==> src/rtl/pfe_pkg.sv <==
// shared constants, codes and payload types of the palette fade engine
`timescale 1ns / 1ps

package pfe_pkg;

    // palette geometry
    localparam int ENTRIES = 64;
    localparam int BANKS   = 2;
    localparam int IDX_W   = 6;
    localparam int BANK_W  = 1;
    localparam int ADDR_W  = BANK_W + IDX_W;
    localparam int DEPTH   = BANKS * ENTRIES;
    localparam int CH_W    = 8;
    localparam int CNT_W   = 5;

    // fade arithmetic
    localparam logic [CH_W-1:0]  STEP_VAL  = 8'd32;
    localparam logic [CH_W-1:0]  WHITE     = 8'd224;
    localparam logic [CNT_W-1:0] LAST_TICK = 5'd21;

    // request queue between front and back
    localparam int QDEPTH = 4;
    localparam int QPTR_W = 2;
    localparam int QCNT_W = 3;

    // request kinds
    localparam logic [2:0] KIND_WCUR  = 3'd0;
    localparam logic [2:0] KIND_WTGT  = 3'd1;
    localparam logic [2:0] KIND_START = 3'd2;
    localparam logic [2:0] KIND_TICK  = 3'd3;
    localparam logic [2:0] KIND_READ  = 3'd4;

    // fade modes
    localparam logic [2:0] FADE_NONE = 3'd0;
    localparam logic [2:0] FADE_IN   = 3'd1;
    localparam logic [2:0] FADE_OUT  = 3'd2;
    localparam logic [2:0] FLASH_IN  = 3'd3;
    localparam logic [2:0] FLASH_OUT = 3'd4;

    // configuration register indexes
    localparam int CFG_IDX_W  = 2;
    localparam int CFG_DATA_W = 6;
    localparam logic [CFG_IDX_W-1:0] CFG_FIRST_ENTRY = 2'd0;
    localparam logic [CFG_IDX_W-1:0] CFG_LAST_OFFSET = 2'd1;
    localparam logic [CFG_IDX_W-1:0] CFG_SINGLE_BANK = 2'd2;

    typedef struct packed {
        logic [2:0]      kind;
        logic [0:0]      bank;
        logic [5:0]      index;
        logic [7:0]      red_in;
        logic [7:0]      green_in;
        logic [7:0]      blue_in;
        logic [2:0]      fade_kind;
    } pfe_in_t;

    typedef struct packed {
        logic [7:0]      red_out;
        logic [7:0]      green_out;
        logic [7:0]      blue_out;
        logic [0:0]      done_res;
    } pfe_out_t;

    typedef struct packed {
        logic [CH_W-1:0] r;
        logic [CH_W-1:0] g;
        logic [CH_W-1:0] b;
    } rgb_t;

    // classified operations handed to the back end
    typedef enum logic [2:0] {
        OP_NOP,
        OP_WCUR,
        OP_WTGT,
        OP_START,
        OP_TICK,
        OP_READ
    } op_t;

    typedef struct packed {
        op_t               op;
        logic [ADDR_W-1:0] addr;
        rgb_t              color;
        logic [2:0]        fade;
    } pfe_cmd_t;

endpackage

==> src/rtl/pfe_front.sv <==
// front end: accepts requests and classifies them into back-end operations
`timescale 1ns / 1ps

module pfe_front
(
    input  logic             clk,
    input  logic             rst_n,
    input  logic             in_valid,
    output logic             in_stall,
    input  pfe_pkg::pfe_in_t in_data,
    input  logic             q_full,
    output logic             push,
    output pfe_pkg::pfe_cmd_t push_cmd
);

    logic addr_ok;
    logic fade_ok;
    logic seen_reg;
    logic seen_next;

    // stall while the queue has no room
    assign in_stall = q_full;
    assign push     = in_valid && !q_full;

    // address and fade kind checks
    assign addr_ok = (int'(in_data.bank) < pfe_pkg::BANKS)
                  && (int'(in_data.index) < pfe_pkg::ENTRIES);
    assign fade_ok = (in_data.fade_kind == pfe_pkg::FADE_IN)
                  || (in_data.fade_kind == pfe_pkg::FADE_OUT)
                  || (in_data.fade_kind == pfe_pkg::FLASH_IN)
                  || (in_data.fade_kind == pfe_pkg::FLASH_OUT);

    // classify the request
    always_comb
    begin
        push_cmd.addr  = {in_data.bank, in_data.index};
        push_cmd.color = '{r: in_data.red_in, g: in_data.green_in, b: in_data.blue_in};
        push_cmd.fade  = in_data.fade_kind;
        unique case (in_data.kind)
            pfe_pkg::KIND_WCUR:  push_cmd.op = addr_ok ? pfe_pkg::OP_WCUR : pfe_pkg::OP_NOP;
            pfe_pkg::KIND_WTGT:  push_cmd.op = addr_ok ? pfe_pkg::OP_WTGT : pfe_pkg::OP_NOP;
            pfe_pkg::KIND_READ:  push_cmd.op = addr_ok ? pfe_pkg::OP_READ : pfe_pkg::OP_NOP;
            pfe_pkg::KIND_START: push_cmd.op = fade_ok ? pfe_pkg::OP_START : pfe_pkg::OP_NOP;
            pfe_pkg::KIND_TICK:  push_cmd.op = pfe_pkg::OP_TICK;
            default:             push_cmd.op = pfe_pkg::OP_NOP;
        endcase
    end

    // remembers that a request has gone through since reset
    assign seen_next = seen_reg || push;

    always_ff @(posedge clk or negedge rst_n)
    begin
        if (!rst_n)
        begin
            seen_reg <= 1'b0;
        end
        else
        begin
            seen_reg <= seen_next;
        end
    end

    // a request can only be taken when the queue has room
    assert property (@(posedge clk) disable iff (!rst_n) push |-> !in_stall)
        else $error("front pushed into a full queue");
    assert property (@(posedge clk) disable iff (!rst_n) push |=> seen_reg)
        else $error("request tracking lost");
    assert property (@(posedge clk) disable iff (!rst_n)
        (push && in_data.kind == pfe_pkg::KIND_TICK) |-> push_cmd.op == pfe_pkg::OP_TICK)
        else $error("tick request misclassified");

endmodule

==> config.mk <==
export PLATFORM = sky130hd
export DESIGN_NAME = pfe_front
export DESIGN_NICKNAME = d
export VERILOG_FILES = /design/src/rtl/pfe_pkg.sv /design/src/rtl/pfe_front.sv
export SDC_FILE = /design/constraint.sdc
export NUM_CORES = 1
export LEC_CHECK = 0
export BUFFER_PORTS_ARGS = -buffer_cell sky130_fd_sc_hd__clkbuf_2
export CORE_MARGIN = 2
export CORE_UTILIZATION = 23
export DETAILED_ROUTE_END_ITERATION = 6
export PLACE_DENSITY = 0.88
export SKIP_LAST_GASP = 1
export SLEW_MARGIN = 0
export SYNTH_ARGS = -nofsm -noshare
export SYNTH_HDL_FRONTEND = slang
export SYNTH_SLANG_ARGS = --single-unit
==> constraint.sdc <==
create_clock -name vclk -period 0.9
set_clock_uncertainty 0.15 [all_clocks]
set_input_delay 0.09 -clock vclk [all_inputs]
set_output_delay 0.09 -clock vclk [all_outputs]
set_load 0.02 [all_outputs]
==> flow_summary.ini <==
[place]
port_buffers = 16
placed_cells = 44
place_ws_ps = -394
gp_congestion = 0.592

[logic_synthesis]
yosysTopAreaCellShare = 0.784
ys_types = 11
synth_area_um2 = 335
yosys.area.top_type = buf_4
synthCells = 45
syn_area_per_cell_um2 = 7.45
yosysWarnings = 0
yosys-top-cells-area = buf_4 78%, mux2i_1 3.0%, o32ai_1 2.6%
ys_seq_area_frac = 0
post-synth-top-count-cell = buf_4
syn_nets = 86

[floorplan]
die_x_um = 42.2
rows = 13
dieArea_um2 = 1780
core_area_um2 = 1330
pin_count = 80
die_h_um = 42.2
initial_core_util = 0.251

[route]
dr_total_vias = 186
totalWireLength_um = 526
post-route-drc-count = 0
drtIter0Drc = 0
detail-route-antenna-nets = 0
dr.pass1.iters = 1
post_drt_wl_per_cell_um = 12.0
viasPerCell = 4.23

[worst_setup_path]
crit_buf_inv = 2
startpoint_type = primary input
path_cells = clkbuf_2 > or3b_4 > o32ai_4 > clkbuf_8
worst-setup-path-type = primary input to output port
cp_slowest_cell = or3b_4
critPathMaxFanout = 2
critPathTopFamily = simple AND/OR/NAND/NOR gates
worstPathArrival_ps = 980
cpPeakStageDelay_ps = 400
cp-end-kind = output port
required_ps = 660

[sta]
post-route-min-period_ps = 1220
setup_viol = 3
rsz0062_at_grt = yes
tns_ps = -642
final_max_slew_viol_count = 0
finalCritPeriodShare = 1.36
setup_ws_ps = -321
final_hold_viol_count = 0
max_slew_margin = 0.753
max_freq_ghz = 0.819
tightest_slew_ps = 368

[final_layout]
final_nets = 72
nClkBuffers = 0
seqCellArea_um2 = 0
synthToLayoutAreaGrowth_pct = -11.9
nFlopsAndLatches = 0
layout.cells.non_filler = 44
diodes = 0
post-route-util = 0.221
final_cell_mix = 11 x clkbuf_2, 4 x buf_4, 2 x buf_6
drive_gt1_frac = 0.897
final_common_cell = clkbuf_2

[power_and_ir_drop]
p_int_uw = 85.6
power_density_nw_per_um2 = 556
p_leak_nw = 0.134
power_frac_comb = 1.000
p_seq_frac = 0
ir_worst_vdd_uv = 161
clkPwrFrac = 0
p_switching_uw = 78.5
switching_share = 0.478

[outcome]
violations = setup timing
outcome = finished, violations left

[global_route]
grt_pass1_vias = 183
grt.overflow.total = 0
antenna_found_initial = 0
grt_util_all_layers = 0.0525
grt_max_degree = 5
grt_pass1_wl_um = 786

[hold_path]
whs_path_depth = 0
min_from = in_data[11]
holdPathEnd = push_cmd[11]
hold_path_class = primary input to output port

[clock_network]
holdBufCountCts = 0
post-cts-setup-buffers = 0

[run]
max_cap_violations = 0
==> logic make-up (layout without fill, tap and decap cells) <==
kind of cell | after synthesis | after routing | synth area share
multiplexers | 1 | 1 | 0.0299
AO/OA/AOI/OAI | 3 | 3 | 0.0746
AND/OR/NAND/NOR | 6 | 6 | 0.112
buffers and inverters | 35 | 19 | 0.784
==> cell type report <==
class                      count  area, um2
multi-input combinational     10        140
timing repair buffer          19        136
tap                           15       18.8
fill                         149       1040
==> power by group through the flow <==
stage	clock network (mW)	registers (mW)	logic (mW)
2_1_floorplan	0	0	0.289
3_3_place_gp	0	0	0.136
3_5_place_dp	0	0	0.138
4_1_cts	0	0	0.156
5_1_grt	0	0	0.175
6_report	0	0	0.164
==> layer usage <==
metal | routed length [um] | track usage | vias to the layer above
li1 | - | - | 80
met1 | 212 | 0.0532 | 86
met2 | 192 | 0.0769 | 20
met3 | 121 | 0.0560 | 0
met4 | 0 | 0.00625 | 0
met5 | 0 | 0 | -
==> per-stage QoR <==
stage	instance area (um2)	power (mW)	hold WS (ps)
final	295	0.164	30.0
after global routing	295	0.175	30.0
after CTS	279	0.156	30.1
after detailed placement	246	0.138	30.1
after global placement	246	0.136	30.1
after floorplan	388	0.289	103
==> repair_timing <==
item                       in CTS  in global routing
gates cloned                    0                  0
gates resized for setup         8                  9
setup endpoints to repair       3                  3
pin swaps                       1                  1
==> worst max-delay path by stage <==
| stage | start | to | slack, ps | cells after the start |
|---|---|---|---|---|
| after floorplan | in_data[34] | push_cmd[35] | -120 | 2 |
| after global placement | in_data[2] | push_cmd[35] | -360 | 4 |
| after detailed placement | in_data[2] | push_cmd[35] | -390 | 4 |
| after CTS | in_data[34] | push_cmd[35] | -320 | 4 |
| after global routing | in_data[36] | push_cmd[35] | -350 | 4 |
| final | in_data[36] | push_cmd[35] | -320 | 4 |
Note: power is estimated with default switching activity, not from simulation.
