--- config.mk ---
export PLATFORM = sky130hd
export DESIGN_NAME = pfe_queue
export DESIGN_NICKNAME = d
export VERILOG_FILES = /design/src/rtl/pfe_pkg.sv /design/src/rtl/pfe_queue.sv
export SDC_FILE = /design/constraint.sdc
export NUM_CORES = 1
export LEC_CHECK = 0
export ABC_AREA = 0
export BUFFER_PORTS_ARGS = -buffer_cell sky130_fd_sc_hd__buf_2
export CAP_MARGIN = 20
export CELL_PAD_IN_SITES_DETAIL_PLACEMENT = 1
export CELL_PAD_IN_SITES_GLOBAL_PLACEMENT = 2
export CORE_UTILIZATION = 44
export DETAILED_ROUTE_END_ITERATION = 7
export GPL_TIMING_DRIVEN = 0
export PLACE_DENSITY = 0.81
export SYNTH_ARGS = -nofsm -noshare
export SYNTH_HDL_FRONTEND = slang
export SYNTH_SLANG_ARGS = --single-unit
--- constraint.sdc ---
create_clock -name clk -period 2.7 [get_ports clk]
set_input_delay 0.27 -clock clk [delete_from_list [all_inputs] [get_ports clk]]
set_output_delay 0.27 -clock clk [all_outputs]
set_load 0.1 [all_outputs]
--- src/rtl/pfe_pkg.sv ---
// shared constants, codes and payload types of the palette fade engine
`timescale 1ns / 1ps

package pfe_pkg;

    // palette geometry
    localparam int ENTRIES = 64;
    localparam int BANKS   = 2;
    localparam int IDX_W   = 6;
    localparam int BANK_W  = 1;
    localparam int ADDR_W  = BANK_W + IDX_W;
    localparam int DEPTH   = BANKS * ENTRIES;
    localparam int CH_W    = 8;
    localparam int CNT_W   = 5;

    // fade arithmetic
    localparam logic [CH_W-1:0]  STEP_VAL  = 8'd32;
    localparam logic [CH_W-1:0]  WHITE     = 8'd224;
    localparam logic [CNT_W-1:0] LAST_TICK = 5'd21;

    // request queue between front and back
    localparam int QDEPTH = 4;
    localparam int QPTR_W = 2;
    localparam int QCNT_W = 3;

    // request kinds
    localparam logic [2:0] KIND_WCUR  = 3'd0;
    localparam logic [2:0] KIND_WTGT  = 3'd1;
    localparam logic [2:0] KIND_START = 3'd2;
    localparam logic [2:0] KIND_TICK  = 3'd3;
    localparam logic [2:0] KIND_READ  = 3'd4;

    // fade modes
    localparam logic [2:0] FADE_NONE = 3'd0;
    localparam logic [2:0] FADE_IN   = 3'd1;
    localparam logic [2:0] FADE_OUT  = 3'd2;
    localparam logic [2:0] FLASH_IN  = 3'd3;
    localparam logic [2:0] FLASH_OUT = 3'd4;

    // configuration register indexes
    localparam int CFG_IDX_W  = 2;
    localparam int CFG_DATA_W = 6;
    localparam logic [CFG_IDX_W-1:0] CFG_FIRST_ENTRY = 2'd0;
    localparam logic [CFG_IDX_W-1:0] CFG_LAST_OFFSET = 2'd1;
    localparam logic [CFG_IDX_W-1:0] CFG_SINGLE_BANK = 2'd2;

    typedef struct packed {
        logic [2:0]      kind;
        logic [0:0]      bank;
        logic [5:0]      index;
        logic [7:0]      red_in;
        logic [7:0]      green_in;
        logic [7:0]      blue_in;
        logic [2:0]      fade_kind;
    } pfe_in_t;

    typedef struct packed {
        logic [7:0]      red_out;
        logic [7:0]      green_out;
        logic [7:0]      blue_out;
        logic [0:0]      done_res;
    } pfe_out_t;

    typedef struct packed {
        logic [CH_W-1:0] r;
        logic [CH_W-1:0] g;
        logic [CH_W-1:0] b;
    } rgb_t;

    // classified operations handed to the back end
    typedef enum logic [2:0] {
        OP_NOP,
        OP_WCUR,
        OP_WTGT,
        OP_START,
        OP_TICK,
        OP_READ
    } op_t;

    typedef struct packed {
        op_t               op;
        logic [ADDR_W-1:0] addr;
        rgb_t              color;
        logic [2:0]        fade;
    } pfe_cmd_t;

endpackage

--- src/rtl/pfe_queue.sv ---
// short request queue between the front end and the back end
`timescale 1ns / 1ps

module pfe_queue
(
    input  logic              clk,
    input  logic              rst_n,
    input  logic              push,
    input  pfe_pkg::pfe_cmd_t push_cmd,
    output logic              full,
    input  logic              pop,
    output pfe_pkg::pfe_cmd_t pop_cmd,
    output logic              not_empty
);

    pfe_pkg::pfe_cmd_t               slot_reg [pfe_pkg::QDEPTH];
    logic [pfe_pkg::QPTR_W-1:0]      wr_ptr_reg;
    logic [pfe_pkg::QPTR_W-1:0]      wr_ptr_next;
    logic [pfe_pkg::QPTR_W-1:0]      rd_ptr_reg;
    logic [pfe_pkg::QPTR_W-1:0]      rd_ptr_next;
    logic [pfe_pkg::QCNT_W-1:0]      count_reg;
    logic [pfe_pkg::QCNT_W-1:0]      count_next;
    logic                            do_push;
    logic                            do_pop;

    assign full      = (count_reg == pfe_pkg::QCNT_W'(pfe_pkg::QDEPTH));
    assign not_empty = (count_reg != '0);
    assign do_push   = push && !full;
    assign do_pop    = pop && not_empty;
    assign pop_cmd   = slot_reg[rd_ptr_reg];

    // pointer and fill count update
    always_comb
    begin
        wr_ptr_next = do_push ? wr_ptr_reg + 1'b1 : wr_ptr_reg;
        rd_ptr_next = do_pop ? rd_ptr_reg + 1'b1 : rd_ptr_reg;
        count_next  = count_reg;
        if (do_push && !do_pop)
        begin
            count_next = count_reg + 1'b1;
        end
        else if (do_pop && !do_push)
        begin
            count_next = count_reg - 1'b1;
        end
    end

    always_ff @(posedge clk or negedge rst_n)
    begin
        if (!rst_n)
        begin
            wr_ptr_reg <= '0;
            rd_ptr_reg <= '0;
            count_reg  <= '0;
        end
        else
        begin
            wr_ptr_reg <= wr_ptr_next;
            rd_ptr_reg <= rd_ptr_next;
            count_reg  <= count_next;
        end
    end

    // queue storage
    always_ff @(posedge clk)
    begin
        if (do_push)
        begin
            slot_reg[wr_ptr_reg] <= push_cmd;
        end
    end

    assert property (@(posedge clk) disable iff (!rst_n)
        count_reg <= pfe_pkg::QCNT_W'(pfe_pkg::QDEPTH))
        else $error("queue count overflow");
    assert property (@(posedge clk) disable iff (!rst_n)
        (push && full && !pop) |=> full)
        else $error("queue lost fullness on a refused push");
    assert property (@(posedge clk) disable iff (!rst_n)
        (wr_ptr_reg == rd_ptr_reg) |-> (count_reg == '0 || full))
        else $error("queue pointers disagree with count");

endmodule

==> out/metrics.cfg, run 1 <==
[cts]
cts_buffer_depth=2
clk_pin_slew_worst_paths_ns=0.06
cts-root-buf=clkbuf_16
cts_tree=yes
cts_resized=0
cts_buffers=17
cts.htree.levels=4
cts_num_sinks=155
clk_latency_ns=0.42

[placement]
portBuffers=79
place_area_sq_um=6462
dpl.cell_count=483
hpwl_microns=6518
place.gp.congestion=0.7241

[min_path]
hp-class=in2reg

[flow_run]
drv_cap=0

[die]
die_w_microns=116.3
pin_count=80
start_util=0.4534
row_count=41
die_y_microns=116.3
core_sq_um=12670
dieArea_sq_um=13520

[timing]
min_period_ns=2.351
fin_tns_setup_ns=0
worstMarginPinSlew_ns=0.6500
fmax_mhz=425.4
maxSlewViolCount=0
hold_viol=0
setup-violations-final=0
period_share=0.8706
max_slew_margin=0.5667
rsz0062_at_grt=no
fin_worst_skew_ns=0.004785

[yosys]
yosysTopAreaCellShare=0.7735
synth.distinct_cells=20
avgSynthCellArea_sq_um=25.20
netlist_instances=228
yosysTopAreaCell=edfxtp_1
syn_area_sq_um=5746
synth.area.top_cells=edfxtp_1, mux4_2, dfrtp_1, ha_1, xnor2_1
synth-seq-cells=155
syn_nets=275
ys_warn_count=0
yosysSeqAreaShare=0.8040

[route]
viasPerCell=5.060
drt_iter0_drc=174
drc=0
antenna_left=0
routedWlPerCell_microns=19.67
vias=2601
firstDrtPassIters=4
wirelength_microns=10110

[global_routing]
grt_max_degree=22
grt_pass1_wl_microns=15500
grt_pass1_vias=2809
grt_overflow_total=0
antenna_found_initial=0
track_usage=0.1667

[finish]
nFillCells=1129
drive_gt1_frac=0.4678
largest_reg_flops=148
area.growth.synth_to_final_pct=22.43
final_net_count=378
area.sequential_sq_um=4619
diodes=0
mostFrequentLayoutCell=edfxtp_1
multiInputGateArea_sq_um=1065
final_cell_area_sq_um=7034
final_cell_mix=edfxtp_1, buf_2, mux4_2
final_cells=514
final_util=0.5552

[worst_setup_path]
slowest_stage=buf_2
setup.worst_path.start_class=register
cpMostUsedCell=buf_2
path_buf_inv=3
arrival_ns=2.08
cp_data_required_time_ns=2.43
cp_max_fo=10
worst-setup-path-type=reg2out
cpLargestDelayFamily=buffers and inverters
slowest_delay_ns=0.43
worstPathCellList=buf_2, buf_2, mux4_2, buf_2
crit_path_end_kind=output port

[status]
outcome=finished clean

[layer usage]
| metal | vias to the layer above | share of wire | wire length [microns] | global-route usage |
|---|---|---|---|---|
| li1 | 1169 | - | - | - |
| met1 | 1351 | 0.42 | 4286 | 0.2041 |
| met2 | 67 | 0.52 | 5218 | 0.2710 |
| met3 | 14 | 0.042 | 424 | 0.05189 |
| met4 | 0 | 0.018 | 183 | 0.07949 |
| met5 | - | 0 | 0 | 0 |
[synth_stat cells]
| library cell | count |
|---|---|
| nor2b_1 | 1 |
| fa_1 | 1 |
| xor2_1 | 2 |
| nand2_1 | 1 |
| and2_1 | 4 |
| nor3b_2 | 1 |
| ha_1 | 5 |
| buf_4 | 2 |
| dfrtp_1 | 7 |
| buf_2 | 4 |
| mux4_2 | 37 |
| edfxtp_1 | 148 |
| clkbuf_1 | 1 |
| buf_6 | 2 |
| mux2_2 | 2 |
| nor2_1 | 1 |
| or3_1 | 1 |
| xnor2_1 | 4 |
| inv_1 | 3 |
| nand3_1 | 1 |
[repair_timing]
action,4_1_cts,5_1_grt
endpoints found under the hold margin,7,0
buffers inserted,0,0
hold buffers,1,0
[final timing paths]
path,start,to,slack [ns],cells after the start
hold / removal,push_cmd[14],slot_reg[2][14]$_DFFE_PP_,0.06,1
max in group asynchronous,rst_n,rd_ptr_reg[1]$_DFFE_PN0P_,2.32,2
min in group asynchronous,rst_n,count_reg[0]$_DFFE_PN0P_,0.22,2
hold reg to reg,count_reg[2]$_DFFE_PN0P_,count_reg[2]$_DFFE_PN0P_,0.49,1
setup / recovery,rd_ptr_reg[1]$_DFFE_PN0P_,pop_cmd[30],0.35,4
setup reg to reg,count_reg[0]$_DFFE_PN0P_,count_reg[2]$_DFFE_PN0P_,0.50,8
[stage by stage]
step / hold WS, ns / worst slack, ns
6_report: 0.06040 / 0.3493
4_1_cts: 0.03840 / 0.3008
2_1_floorplan: -0.02559 / 0.06368
3_5_place_dp: 0.1149 / 0.5202
5_1_grt: 0.04915 / 0.2339
3_3_place_gp: 0.1097 / -0.2274
[area by class of cell]
| type | count | share of cell area |
|---|---|---|
| inverter | 3 | 0.001601 |
| tap | 172 | 0.03059 |
| sequential | 155 | 0.6567 |
| multi-input combinational | 61 | 0.1514 |
| buffer | 9 | 0.008716 |
| timing repair buffer | 84 | 0.07115 |
| clock buffer | 19 | 0.06154 |
| clock inverter | 11 | 0.01832 |
[logic make-up after synthesis]
| kind of cell | share of synthesized area |
|---|---|
| xor+xnor | 0.009146 |
| fa+ha+maj | 0.01437 |
| buf+inv | 0.01263 |
| flops | 0.8040 |
| mux | 0.1490 |
| simple gates | 0.01089 |
Power of run 1 is not shown: default switching activity piles up to over one toggle a cycle in this logic, so the estimate is an artifact.
==> run 2, diff against run 1 <==
--- a/config.mk
+++ b/config.mk
@@ -10,10 +10,10 @@
 export CAP_MARGIN = 20
 export CELL_PAD_IN_SITES_DETAIL_PLACEMENT = 1
 export CELL_PAD_IN_SITES_GLOBAL_PLACEMENT = 2
-export CORE_UTILIZATION = 44
+export CORE_UTILIZATION = 40
 export DETAILED_ROUTE_END_ITERATION = 7
 export GPL_TIMING_DRIVEN = 0
-export PLACE_DENSITY = 0.81
+export PLACE_DENSITY = 0.78
 export SYNTH_ARGS = -nofsm -noshare
 export SYNTH_HDL_FRONTEND = slang
 export SYNTH_SLANG_ARGS = --single-unit
==> constraint.sdc (replaced) <==
create_clock -name clk -period 1.97 [get_ports clk]
set_input_delay 0.197 -clock clk [delete_from_list [all_inputs] [get_ports clk]]
set_output_delay 0.197 -clock clk [all_outputs]
set_load 0.1 [all_outputs]
==> out/metrics.cfg, run 2 (synthesis gave the netlist of run 1 again) <==
[finish]
final_cell_area_sq_um=8066
nFillCells=1173
final_cell_mix=edfxtp_1, buf_2, mux4_2
multiInputGateArea_sq_um=1100
drive_gt1_frac=0.4848
mostFrequentLayoutCell=edfxtp_1
final_cells=576
area.sequential_sq_um=4623
area.growth.synth_to_final_pct=40.40
final_net_count=430
diodes=0
largest_reg_flops=148
final_util=0.5789

[die]
die_y_microns=121.9
pin_count=80
row_count=43
core_sq_um=13930
die_w_microns=121.9
dieArea_sq_um=14850
start_util=0.4123

[route]
viasPerCell=4.991
vias=2875
wirelength_microns=11410
drc=0
firstDrtPassIters=4
drt_iter0_drc=113
routedWlPerCell_microns=19.81
antenna_left=0

[timing]
worstMarginPinSlew_ns=0.6025
period_share=1.048
max_slew_margin=0.5984
rsz0062_at_grt=yes
setup-violations-final=37
min_period_ns=2.064
layout_setup_ws_ns=-0.09377
hold_viol=0
hold_slack_ns=0.01928
maxSlewViolCount=0
fmax_mhz=484.6
fin_worst_skew_ns=0.005829

[worst_setup_path]
slowest_stage=mux4_2
cp_data_required_time_ns=1.77
worstPathCellList=buf_6, buf_12, mux4_2, buf_12
slowest_delay_ns=0.55
setup.worst_path.start_class=register
worst-setup-path-type=reg2out
cp_max_fo=5
crit_path_end_kind=output port
cpMostUsedCell=buf_12
arrival_ns=1.87

[cts]
cts.htree.levels=4
clk_latency_ns=0.42
cts_tree=yes
cts-root-buf=clkbuf_16
clk_pin_slew_worst_paths_ns=0.06
cts_buffer_depth=2
cts_num_sinks=155
cts_buffers=17

[flow_run]
drv_cap=0

[global_routing]
grt_max_degree=38
track_usage=0.1690
antenna_found_initial=0
grt_pass1_vias=3174
grt_pass1_wl_microns=17370
grt_overflow_total=0

[status]
violations=setup timing
outcome=complete, but fails checks

[placement]
dpl.cell_count=487
hpwl_microns=5867
place.gp.congestion=0.6977
portBuffers=79
place_area_sq_um=6394

[min_path]
hp-class=in2reg

==> run 2: cell types whose count changed in the layout (fill, tap and decap cells not counted), sizes merged <==
| cell | before | now |
|---|---|---|
| bufinv | 3 | 6 |
| dlygate4sd3 | 1 | 36 |
| clkinvlp | 1 | 2 |
| clkbuf | 20 | 18 |
| buf | 91 | 108 |
==> run 2: path summary, 6_finish.rpt <==
kind	from	endpoint	slack (ns)	cells past startpoint
max in group asynchronous	rst_n	rd_ptr_reg[0]$_DFFE_PN0P_	1.62	2
setup / recovery	rd_ptr_reg[0]$_DFFE_PN0P_	pop_cmd[28]	-0.09	4
hold reg to reg	count_reg[2]$_DFFE_PN0P_	count_reg[2]$_DFFE_PN0P_	0.53	1
min in group asynchronous	rst_n	count_reg[2]$_DFFE_PN0P_	0.16	2
hold / removal	push_cmd[9]	slot_reg[2][9]$_DFFE_PP_	0.02	1
setup reg to reg	count_reg[1]$_DFFE_PN0P_	count_reg[2]$_DFFE_PN0P_	0.01	8
==> run 2: final cells by class <==
type                    count  share of cell area
plain buffers               9             0.01520
clock buffers              17             0.05274
clock inverters            15             0.02823
inverters                   3            0.001396
multi-input cells          61              0.1363
flip-flops and latches    155              0.5731
well taps                 180             0.02792
repair buffers            136              0.1650
==> run 2: timing repair <==
item	4_1_cts	5_1_grt
hold endpoints to repair	147	0
gates cloned	4	0
resized for setup	124	6
setup endpoints to repair	187	187
hold buffers	36	0
pin swaps	4	2
buffers inserted	14	4
==> run 2: worst max-delay path: cells and delay by family, from the launching register on <==
kind | cells | cell delay [ns]
buffers and inverters | 3 | 0.46
muxes | 1 | 0.55
DFF | 1 | 0.43
==> run 2: routing by layer <==
layer | track usage | part of all wire | vias to the layer above
li1 | - | - | 1270
met1 | 0.1999 | 0.43 | 1510
met2 | 0.2864 | 0.52 | 73
met3 | 0.04401 | 0.035 | 22
met4 | 0.08179 | 0.022 | 0
met5 | 0 | 0 | -
==> run 2: per-stage QoR <==
stage | TNS [ns] | setup slack [ns]
floorplan | -53.70 | -0.5870
global placement | -30.70 | -0.2495
detailed placement | -39.12 | -0.2738
CTS | -4.167 | -0.1561
global route | -4.539 | -0.1493
finish | -2.388 | -0.09377
Power of run 2 is left out for the same reason.
